[config.mk]
export PLATFORM = sky130hd
export DESIGN_NAME = sfla_class_pick
export DESIGN_NICKNAME = d
export VERILOG_FILES = /design/src/hdl/sfla_pkg.sv /design/src/hdl/sfla_class_pick.sv
export SDC_FILE = /design/constraint.sdc
export NUM_CORES = 1
export LEC_CHECK = 0
export BUFFER_PORTS_ARGS = -buffer_cell sky130_fd_sc_hd__buf_2
export CORE_UTILIZATION = 49
export DETAILED_ROUTE_END_ITERATION = 6
export PLACE_DENSITY_LB_ADDON = 0.05
export SYNTH_ARGS = -nofsm -noshare
export SYNTH_HDL_FRONTEND = slang
export SYNTH_SLANG_ARGS = --single-unit
[constraint.sdc]
create_clock -name vclk -period 2.13
set_input_delay 0.213 -clock vclk [all_inputs]
set_output_delay 0.213 -clock vclk [all_outputs]
set_load 0.005 [all_outputs]
[src/hdl/sfla_pkg.sv]
`default_nettype none

package sfla_pkg;

  // Fixed field widths of the request, result and configuration ports
  localparam int unsigned CfgClasses = 4;
  localparam int unsigned ClassW     = 2;
  localparam int unsigned OpW        = 2;
  localparam int unsigned StatusW    = 2;
  localparam int unsigned ReqW       = 16;
  localparam int unsigned AddrW      = 16;
  localparam int unsigned SlotBytesW = 16;
  localparam int unsigned CountW     = 8;
  localparam int unsigned CfgIdxW    = 3;
  localparam int unsigned CfgDataW   = 16;

  // Defaults for the top-level parameters
  localparam int unsigned DefNumClasses   = 4;
  localparam int unsigned DefRegionBytes  = 65536;
  localparam int unsigned DefGranuleBytes = 16;

  typedef enum logic [OpW-1:0] {
    OP_ALLOC = 2'd0,
    OP_FREE  = 2'd1,
    OP_INIT  = 2'd2
  } op_e;

  typedef enum logic [StatusW-1:0] {
    ST_OK        = 2'd0,
    ST_TOO_LARGE = 2'd1,
    ST_EXHAUSTED = 2'd2,
    ST_INIT_OVF  = 2'd3
  } status_e;

  typedef enum logic [CfgIdxW-1:0] {
    CFG_SLOT_BYTES0 = 3'd0,
    CFG_SLOT_BYTES1 = 3'd1,
    CFG_SLOT_BYTES2 = 3'd2,
    CFG_SLOT_BYTES3 = 3'd3,
    CFG_SLOTS0      = 3'd4,
    CFG_SLOTS1      = 3'd5,
    CFG_SLOTS2      = 3'd6,
    CFG_SLOTS3      = 3'd7
  } cfg_reg_e;

  typedef logic [SlotBytesW-1:0] slot_bytes_t;

  // Reset slot sizes of the classes
  localparam slot_bytes_t SlotBytesReset [CfgClasses] = '{
    16'd16, 16'd32, 16'd256, 16'd1024
  };

  // Class lookup result
  typedef struct packed {
    logic              hit;
    logic [ClassW-1:0] cls;
  } class_pick_t;

endpackage

`default_nettype wire

[src/hdl/sfla_class_pick.sv]
`default_nettype none

module sfla_class_pick #(
  parameter int unsigned NUM_CLASSES = sfla_pkg::DefNumClasses
) (
  input  wire logic [sfla_pkg::ReqW-1:0]                               req_bytes_i,
  input  wire logic [sfla_pkg::CfgClasses-1:0][sfla_pkg::SlotBytesW-1:0] slot_bytes_i,
  output      sfla_pkg::class_pick_t                                   pick_o
);

  import sfla_pkg::*;

  localparam int unsigned Active = (NUM_CLASSES < CfgClasses) ? NUM_CLASSES : CfgClasses;

  // Lowest active class whose slot covers the size; walk down so the lowest wins
  always_comb begin
    pick_o = '0;
    for (int c = int'(Active) - 1; c >= 0; c--) begin
      if (req_bytes_i <= slot_bytes_i[c]) begin
        pick_o.hit = 1'b1;
        pick_o.cls = ClassW'(c);
      end
    end
  end

endmodule

`default_nettype wire

==> key figures, run 1 <==
Route
  – DRT antenna net count: 0
  – Routed vias/inst: 5.50
  – DRC Markers: 0
  – DR vias: 2024
  – DR pass1 iterations: 4
  – DR iter-0 viols: 83
  – WL/cell: 15.6 um
  – WL final: 5.73 mm

Worst setup path
  – Crit-path cells: clkbuf_4, ha_4, a21oi_2, o21ai_1, a221o_1, o31a_1, and2_4, nor3b_2, buf_2
  – Top cell family by delay on the critical path: compound AO/OA/AOI/OAI gates
  – CP startpoint kind: primary input
  – Critical Path Fanout Max: 3
  – CP arrival: 1.92 ns
  – CP max stage cell: a221o_1
  – Buf/Inv on CP: 2
  – Required time worst endpoint: 1.92 ns
  – Setup crit end kind: output pin
  – Slowest stage delay, CP: 0.34 ns
  – Crit Path Category: primary input to output pin

Die
  – Placement row count: 20
  – Die Width: 59.5 um
  – Die Area: 0.00354 mm^2
  – Chip Height: 59.5 um
  – Core Region: 0.00310 mm^2
  – Starting Density: 52.3%
  – Io pins: 83

Hold path
  – Hold Startpoint: slot_bytes_i[32]
  – Worst Hold Depth: 7
  – Hold EP: pick_o[0]
  – Worst hold path class: primary input to output pin

Pwr
  – Max VDD drop: 126 uV
  – Net Sw Frac: 48.5%
  – P_leak: 1.49 nW
  – Power, Total: 0.535 mW
  – Clock power frac: 0%
  – Net Sw Power: 0.260 mW
  – Sequential share of power: 0%
  – Power share of the combinational group: 100.0%
  – Internal Power: 0.275 mW
  – P per Cell Area: 201 mW/mm^2

Logic synthesis
  – Cell area after synthesis: 0.00162 mm^2
  – Top cells by area, synth: ha_1, inv_1, a21oi_1
  – Synth warnings: 0
  – Synth unique cells: 22
  – Synthesized Nets: 367
  – Top cell type by total area after synthesis: ha_1
  – Post-synthesis sequential area ratio: 0%
  – Most common cell in the netlist: ha_1
  – Yosys top cell area share: 49.4%
  – Mean post-synth cell area: 7.27 um^2
  – Synth top cells by count: ha_1, inv_1, a21oi_1
  – Cell count after synthesis: 223

Finish
  – Area Overhead vs Synth: 64.4%
  – Seq cells: 0
  – Nets: 470
  – Post-route cell area: 0.00267 mm^2
  – Reg area: 0 um^2
  – Count of clock buffers in the final design: 0
  – Post-Route Utilization: 85.9%
  – Share of post-route cells with drive strength above 1: 46.9%
  – Final Instance Count excl. Fillers: 368
  – Filler cells: 205
  – ANT cells: 0

Placed design
  – Post-DP Area: 0.00220 mm^2
  – Placed cells: 365
  – Buffers on Ports: 83
  – Pre-CTS setup slack: -0.0966 ns
  – Routability cong.: 0.795
  – DP Wirelength: 3.68 mm

STA
  – RSZ-0062 raised after global routing: yes
  – Final Cycle Share: 100%
  – Slew Limit Fails: 0
  – Hold Slack: 1.12 ns
  – Final Hold Viols: 0
  – Peak Freq: 469 MHz
  – Worst-Margin Slew: 0.346 ns
  – Fin Setup TNS: -0.00219 ns
  – Slew HR: 76.7%
  – Final setup fails: 1
  – Final WS setup: -0.00219 ns
  – Min Clock Period, post-route: 2.13 ns

Clock tree
  – # hold bufs at CTS: 0

GRT
  – Grt total ovfl: 0
  – First-pass GRT wire length: 7.36 mm
  – Vias in the first global route: 1851
  – Initial antenna violation count: 0
  – Total GRT Usage: 26.8%
  – Largest net degree at the start of global routing: 5

Outcome
  – Status: finished with violations
  – Failing checks: setup timing

Job
  – Max-cap violations: 0
-- layout make-up --
| cell class | count | area (um^2) | area share, % |
|---|---|---|---|
| tap | 44 | 55.1 | 2.06 |
| inverter | 61 | 239 | 8.96 |
| timing repair buffer | 101 | 621 | 23.3 |
| multi-input combinational | 162 | 1750 | 65.7 |
-- per-layer routing --
metal	global-route usage, %	part of all wire (%)
met3	1.09	4.8
met5	0	0
met1	30.9	40
met4	5.98	3.6
met2	53.5	51
-- power by group through the flow --
| stage | Clock, mW | Combinational [mW] | Sequential, mW |
|---|---|---|---|
| 3_3_place_gp | 0 | 0.381 | 0 |
| 5_1_grt | 0 | 0.592 | 0 |
| 2_1_floorplan | 0 | 0.219 | 0 |
| 4_1_cts | 0 | 0.428 | 0 |
| 3_5_place_dp | 0 | 0.390 | 0 |
| 6_report | 0 | 0.535 | 0 |
-- placed cells by master (no fill, tap or decap), drive strengths merged --
cell type  Yosys  routed
ha            64      64
and2           3       3
nand4         14      14
inv           61      61
nand2b         1       1
a21boi         2       2
o31ai          2       2
a211oi         2       2
nor3b          1       1
a21o          11      11
nor2b          6       6
clkbuf         0       1
nor2           4       4
nand2          6       6
o21ai          4       4
a221o          2       2
o31a           2       2
o211ai         2       2
nand3          7       7
a21oi         25      25
buf            0     100
nor4           4       4
-- worst min-delay path: cells and delay by family --
kind | cells | cell delay, ns
compound gates | 2 | 0.18
fa+ha+maj | 1 | 0.12
buf+inv | 2 | 0.22
simple gates | 2 | 0.17
-- worst max path at each step --
| stage | startpoint | to | cells after the start |
|---|---|---|---|
| 2_1_floorplan | slot_bytes_i[46] | pick_o[1] | 8 |
| 3_3_place_gp | req_bytes_i[14] | pick_o[2] | 9 |
| 3_5_place_dp | req_bytes_i[14] | pick_o[2] | 9 |
| 4_1_cts | req_bytes_i[14] | pick_o[2] | 9 |
| 5_1_grt | req_bytes_i[14] | pick_o[1] | 9 |
| 6_report | req_bytes_i[7] | pick_o[1] | 9 |
-- cells by family (layout without fill, tap and decap cells) --
group | count (synthesis) | count (layout) | synth area share, %
compound gates | 52 | 52 | 20.3
fa+ha+maj | 64 | 64 | 49.4
buf+inv | 61 | 162 | 14.1
simple gates | 46 | 46 | 16.2
-- repair_timing --
| item | CTS | global route |
|---|---|---|
| resized for setup | 17 | 70 |
| buffers inserted | 1 | 2 |
| pin swaps | 7 | 29 |
| endpoints found under the setup margin | 3 | 3 |
| gates cloned | 0 | 0 |
No activity file was read; power rests on OpenSTA's default activity.
==> run 2, diff against run 1 <==
--- a/config.mk
+++ b/config.mk
@@ -5,7 +5,8 @@
 export SDC_FILE = /design/constraint.sdc
 export NUM_CORES = 1
 export LEC_CHECK = 0
-export BUFFER_PORTS_ARGS = -buffer_cell sky130_fd_sc_hd__buf_2
+export BUFFER_PORTS_ARGS = -buffer_cell sky130_fd_sc_hd__buf_4
+export CORE_MARGIN = 2
 export CORE_UTILIZATION = 49
 export DETAILED_ROUTE_END_ITERATION = 6
 export PLACE_DENSITY_LB_ADDON = 0.05
==> key figures, run 2 (synthesis results as in run 1) <==
Pwr
  – Net Sw Frac: 45.3% (-3.3 points)
  – Power share of the combinational group: 100.0% (about the same)
  – Sequential share of power: 0% (unchanged)
  – P_leak: 1.53 nW (+3.2%)
  – Max VDD drop: 140 uV (+11%)
  – Net Sw Power: 0.247 mW (-5.0%)
  – Clock power frac: 0% (unchanged)
  – Internal Power: 0.298 mW (+8.2%)
  – P per Cell Area: 198 mW/mm^2 (-1.5%)

Die
  – Core Region: 0.00310 mm^2 (unchanged)
  – Die Area: 0.00379 mm^2 (+6.8%)
  – Starting Density: 52.3% (unchanged)
  – Die Width: 61.5 um (+3.4%)
  – Io pins: 83 (unchanged)
  – Placement row count: 20 (unchanged)
  – Chip Height: 61.5 um (+3.4%)

Finish
  – Leading cell type in the layout, fill and taps excluded: buf_4
  – Area Overhead vs Synth: 69.9%
  – Reg area: 0 um^2 (unchanged)
  – Share of post-route cells with drive strength above 1: 45.0% (-2.0 points)
  – ANT cells: 0 (unchanged)
  – Final Instance Count excl. Fillers: 371 (+0.82%)
  – Multi-input logic area: 0.00167 mm^2 (-4.6%)
  – Count of clock buffers in the final design: 0 (unchanged)
  – Nets: 473 (+0.64%)
  – Most frequent cells in the layout: buf_4, inv_1, ha_1
  – Filler cells: 158 (-23%)
  – Seq cells: 0 (unchanged)

Worst setup path
  – Critical Path Fanout Max: 3 (unchanged)
  – CP arrival: 2.00 ns (+0.08 ns)
  – CP startpoint kind: primary input
  – Crit Path Category: primary input to output pin
  – Setup crit end kind: output pin
  – Required time worst endpoint: 1.92 ns (about the same)

STA
  – Final WS setup: -0.0842 ns (-0.0820 ns)
  – RSZ-0062 raised after global routing: yes
  – Slew Limit Fails: 0 (unchanged)
  – Final Hold Viols: 0 (unchanged)
  – Final setup fails: 2 (+1)
  – Min Clock Period, post-route: 2.21 ns (+0.0820 ns)
  – Worst-Margin Slew: 0.367 ns (+0.0215 ns)
  – Slew HR: 75.3% (-1.4 points)
  – Peak Freq: 452 MHz (-3.7%)
  – Final Cycle Share: 104% (+3.8 points)

GRT
  – Total GRT Usage: 23.9% (-2.9 points)
  – First-pass GRT wire length: 7.13 mm (-3.0%)
  – Grt total ovfl: 0 (unchanged)
  – Vias in the first global route: 1764 (-4.7%)
  – Largest net degree at the start of global routing: 5 (unchanged)
  – Initial antenna violation count: 0 (unchanged)

Hold path
  – Worst Hold Depth: 7 (unchanged)
  – Worst hold path class: primary input to output pin
  – Hold Startpoint: slot_bytes_i[32]
  – Hold EP: pick_o[0]

Placed design
  – DP Wirelength: 3.94 mm (+7.0%)
  – Routability cong.: 0.844 (+6.2%)
  – Buffers on Ports: 83 (unchanged)
  – Pre-CTS setup slack: -0.106 ns (-0.00985 ns)
  – Placed cells: 366 (+0.27%)

Route
  – Routed vias/inst: 5.47 (-0.51%)
  – DR iter-0 viols: 141 (+70%)
  – WL final: 5.72 mm (-0.19%)
  – DR vias: 2030 (+0.30%)
  – DR pass1 iterations: 5 (+1)
  – WL/cell: 15.4 um (-1.0%)
  – DRT antenna net count: 0 (unchanged)
  – DRC Markers: 0 (unchanged)

Outcome
  – Failing checks: setup timing
  – Status: finished with violations

Job
  – Max-cap violations: 0 (unchanged)
[run 2: changes by cell type in the layout (fill, tap and decap cells not counted), moves of 2 or more]
| cell | before | now |
|---|---|---|
| inv_2 | 8 | 10 |
| ha_1 | 42 | 45 |
| ha_4 | 22 | 19 |
| buf_2 | 70 | 0 |
| buf_4 | 20 | 100 |
| inv_4 | 4 | 2 |
| nor4_2 | 0 | 2 |
| nor4_4 | 2 | 0 |
| buf_6 | 10 | 4 |
| a21oi_1 | 19 | 21 |
[run 2: power by group through the flow]
stage                     clock [mW]  combinational [mW]  sequential, mW
after floorplan                    0               0.219               0
after global placement             0               0.426               0
after detailed placement           0               0.439               0
after CTS                          0               0.462               0
after global routing               0               0.596               0
final                              0               0.545               0
[run 2: area by class of cell]
type	count	area share [%]
Multi-Input combinational cell	162	60.6
Timing Repair Buffer	104	28.9
Inverter	61	8.49
Tap cell	44	2.00
[run 2: layer usage]
| layer | wire (um) | global-route usage (%) | up-vias |
|---|---|---|---|
| met5 | 0 | 0 | - |
| met2 | 2750 | 43.6 | 101 |
| li1 | - | - | 999 |
| met3 | 399 | 1.89 | 24 |
| met1 | 2370 | 30.4 | 906 |
| met4 | 199 | 4.86 | 0 |
[run 2: how the worst max path moves through the flow]
stage | start | end | slack, ns | depth (start not counted)
after floorplan | slot_bytes_i[46] | pick_o[1] | 0.23 | 8
after global placement | req_bytes_i[14] | pick_o[2] | -0.12 | 9
after detailed placement | req_bytes_i[14] | pick_o[2] | -0.11 | 9
after CTS | req_bytes_i[10] | pick_o[2] | 0.005 | 9
after global routing | req_bytes_i[5] | pick_o[1] | -0.13 | 9
final | req_bytes_i[5] | pick_o[1] | -0.08 | 9
[run 2: worst max-delay path: stages]
cell,delay [ns]
buf_4,0.13
ha_1,0.31
a21oi_1,0.18
o21ai_1,0.09
a221o_1,0.32
o31a_1,0.29
and2_4,0.15
nor3b_2,0.18
buf_4,0.14
[run 2: metrics by stage]
stage          power, mW  hold slack (ns)  cell area [um^2]  utilization (%)  setup TNS (ns)
2_1_floorplan      0.219            0.791              1620                -               0
3_3_place_gp       0.426             1.09              2420             78.0          -0.300
3_5_place_dp       0.439             1.10              2420             78.0          -0.280
4_1_cts            0.462             1.10              2530             81.5               0
5_1_grt            0.596             1.13              2760             88.8          -0.253
6_report           0.545             1.11              2760             88.8          -0.115
[run 2: what timing repair did]
action,in CTS,in global routing
setup endpoints to repair,3,3
buffers inserted,4,2
resized for setup,9,41
pin swaps,12,21
hold buffers,0,0
==> run 3, diff against run 2 <==
--- a/config.mk
+++ b/config.mk
@@ -7,7 +7,7 @@
 export LEC_CHECK = 0
 export BUFFER_PORTS_ARGS = -buffer_cell sky130_fd_sc_hd__buf_4
 export CORE_MARGIN = 2
-export CORE_UTILIZATION = 49
+export CORE_UTILIZATION = 44
 export DETAILED_ROUTE_END_ITERATION = 6
 export PLACE_DENSITY_LB_ADDON = 0.05
 export SYNTH_ARGS = -nofsm -noshare
==> constraint.sdc (replaced) <==
create_clock -name vclk -period 1.96
set_input_delay 0.196 -clock vclk [all_inputs]
set_output_delay 0.196 -clock vclk [all_outputs]
set_load 0.005 [all_outputs]
==> key figures, run 3 (synthesis results as in run 1) <==
Outcome
  – Status: finished with violations
  – Failing checks: setup timing

GRT
  – Vias in the first global route: 2093 (+19%)
  – First-pass GRT wire length: 9.18 mm (+29%)
  – Largest net degree at the start of global routing: 5 (unchanged)
  – Total GRT Usage: 27.5% (+3.6 points)
  – Grt total ovfl: 0 (unchanged)
  – Initial antenna violation count: 0 (unchanged)

Die
  – Placement row count: 22 (+10%)
  – Core Region: 0.00361 mm^2 (+16%)
  – Die Area: 0.00419 mm^2 (+11%)
  – Chip Height: 64.7 um (+5.2%)
  – Starting Density: 45.0% (-7.3 points)
  – Io pins: 83 (unchanged)
  – Die Width: 64.7 um (+5.2%)

STA
  – Final Cycle Share: 105%
  – Final WS setup: -0.0998 ns (-0.0157 ns)
  – Hold Slack: 1.10 ns (-0.00161 ns)
  – Slew HR: 76.1% (+0.85 points)
  – Worst-Margin Slew: 0.355 ns (-0.0126 ns)
  – RSZ-0062 raised after global routing: yes
  – Peak Freq: 485 MHz
  – Slew Limit Fails: 0 (unchanged)
  – Final Hold Viols: 0 (unchanged)
  – Final setup fails: 3 (+1)
  – Min Clock Period, post-route: 2.06 ns

Worst setup path
  – Setup crit end kind: output pin
  – CP max stage cell: nor4_4
  – Slowest stage delay, CP: 0.36 ns (+0.04 ns)
  – CP arrival: 1.86 ns (-0.14 ns)
  – End point of the critical path: pick_o[2]
  – CP startpoint kind: primary input
  – Crit Path Category: primary input to output pin
  – Critical Path Fanout Max: 4 (+1)
  – Required time worst endpoint: 1.76 ns (-0.16 ns)
  – Worst setup startpoint: req_bytes_i[10]
  – Crit-path cells: buf_12, ha_4, nand4_1, nor4_4, a21boi_2, o31a_1, and2_4, nand3_2, buf_6

Route
  – WL/cell: 15.5 um (+0.30%)
  – DRC Markers: 0 (unchanged)
  – DR pass1 iterations: 4 (-1)
  – DR iter-0 viols: 55 (-61%)
  – DR vias: 2009 (-1.0%)
  – DRT antenna net count: 0 (unchanged)
  – Routed vias/inst: 5.36 (-2.1%)
  – WL final: 5.80 mm (+1.4%)

Finish
  – Share of post-route cells with drive strength above 1: 51.1% (+6.1 points)
  – Leading cell type in the layout, fill and taps excluded: buf_4
  – Filler cells: 231 (+46%)
  – Reg area: 0 um^2 (unchanged)
  – Count of clock buffers in the final design: 0 (unchanged)
  – Post-route cell area: 0.00295 mm^2 (+7.2%)
  – Post-Route Utilization: 81.9% (-6.9 points)
  – Most frequent cells in the layout: buf_4, inv_1, ha_1
  – Area Overhead vs Synth: 82.1%
  – Seq cells: 0 (unchanged)
  – Final Instance Count excl. Fillers: 375 (+1.1%)
  – ANT cells: 0 (unchanged)
  – Nets: 473 (unchanged)

Placed design
  – Post-DP Area: 0.00245 mm^2 (+1.1%)
  – Routability cong.: 0.832 (-1.4%)
  – Placed cells: 373 (+1.9%)
  – DP Wirelength: 4.01 mm (+1.9%)
  – Buffers on Ports: 83 (unchanged)

Hold path
  – Worst hold path class: primary input to output pin

Pwr
  – P per Cell Area: 215 mW/mm^2 (+9.0%)
  – Max VDD drop: 124 uV (-12%)
  – P_leak: 1.57 nW (+2.4%)
  – Power, Total: 0.636 mW (+17%)

Job
  – Max-cap violations: 0 (unchanged)

Clock tree
  – # hold bufs at CTS: 0 (unchanged)
-- run 3: cell count changes in the layout (fill, tap and decap cells not counted), moves of 3 or more --
cell / before / now
buf_4: 100 / 85
buf_6: 4 / 15
a21oi_1: 21 / 15
a21oi_2: 4 / 10
inv_1: 49 / 43
ha_1: 45 / 41
ha_4: 19 / 23
inv_2: 10 / 14
buf_8: 0 / 3
-- run 3: how the worst min path moves through the flow --
stage / startpoint / endpoint / slack (ns) / cells past startpoint
after floorplan: req_bytes_i[15] / pick_o[2] / 0.76 / 4
after global placement: slot_bytes_i[32] / pick_o[0] / 1.06 / 7
after detailed placement: slot_bytes_i[32] / pick_o[0] / 1.06 / 7
after CTS: slot_bytes_i[32] / pick_o[0] / 1.06 / 7
after global routing: slot_bytes_i[48] / pick_o[2] / 1.14 / 7
final: slot_bytes_i[32] / pick_o[0] / 1.10 / 7
-- run 3: what timing repair did --
| item | CTS | global route |
|---|---|---|
| pin swaps | 35 | 1 |
| resized for setup | 87 | 8 |
| endpoints found under the setup margin | 3 | 3 |
| setup buffers | 4 | 0 |
-- run 3: area by class of cell --
| class | count | area, um^2 | share of cell area, % |
|---|---|---|---|
| multi-input cells | 162 | 1780 | 60.3 |
| inverters | 61 | 239 | 8.09 |
| well taps | 48 | 60.1 | 2.03 |
| repair buffers | 104 | 872 | 29.5 |
-- run 3: critical path, delay by kind of cell --
kind,cells,cell delay [ns]
AOI/OAI and AO/OA,2,0.38
adders and majority gates,1,0.27
and+or+nand+nor,4,0.80
buffers and inverters,2,0.23
-- run 3: report_power, final --
| part | switching (mW) | internal, mW | total [mW] |
|---|---|---|---|
| clock | 0 | 0 | 0 |
| sequential | 0 | 0 | 0 |
| combinational | 0.286 | 0.350 | 0.636 |
-- run 3: through the flow --
step / setup TNS [ns] / setup slack [ns]
3_5_place_dp: -0.658 / -0.239
4_1_cts: -0.0418 / -0.0231
5_1_grt: -0.427 / -0.167
3_3_place_gp: -0.665 / -0.231
2_1_floorplan: 0 / 0.0946
6_report: -0.288 / -0.0998
-- run 3: routing by layer --
| metal | up-vias | GRT usage [%] | routed length [um] |
|---|---|---|---|
| met3 | 13 | 2.26 | 243 |
| met4 | 0 | 7.18 | 154 |
| met1 | 937 | 29.1 | 2250 |
| li1 | 996 | - | - |
| met2 | 63 | 56.7 | 3150 |
| met5 | - | 0 | 0 |
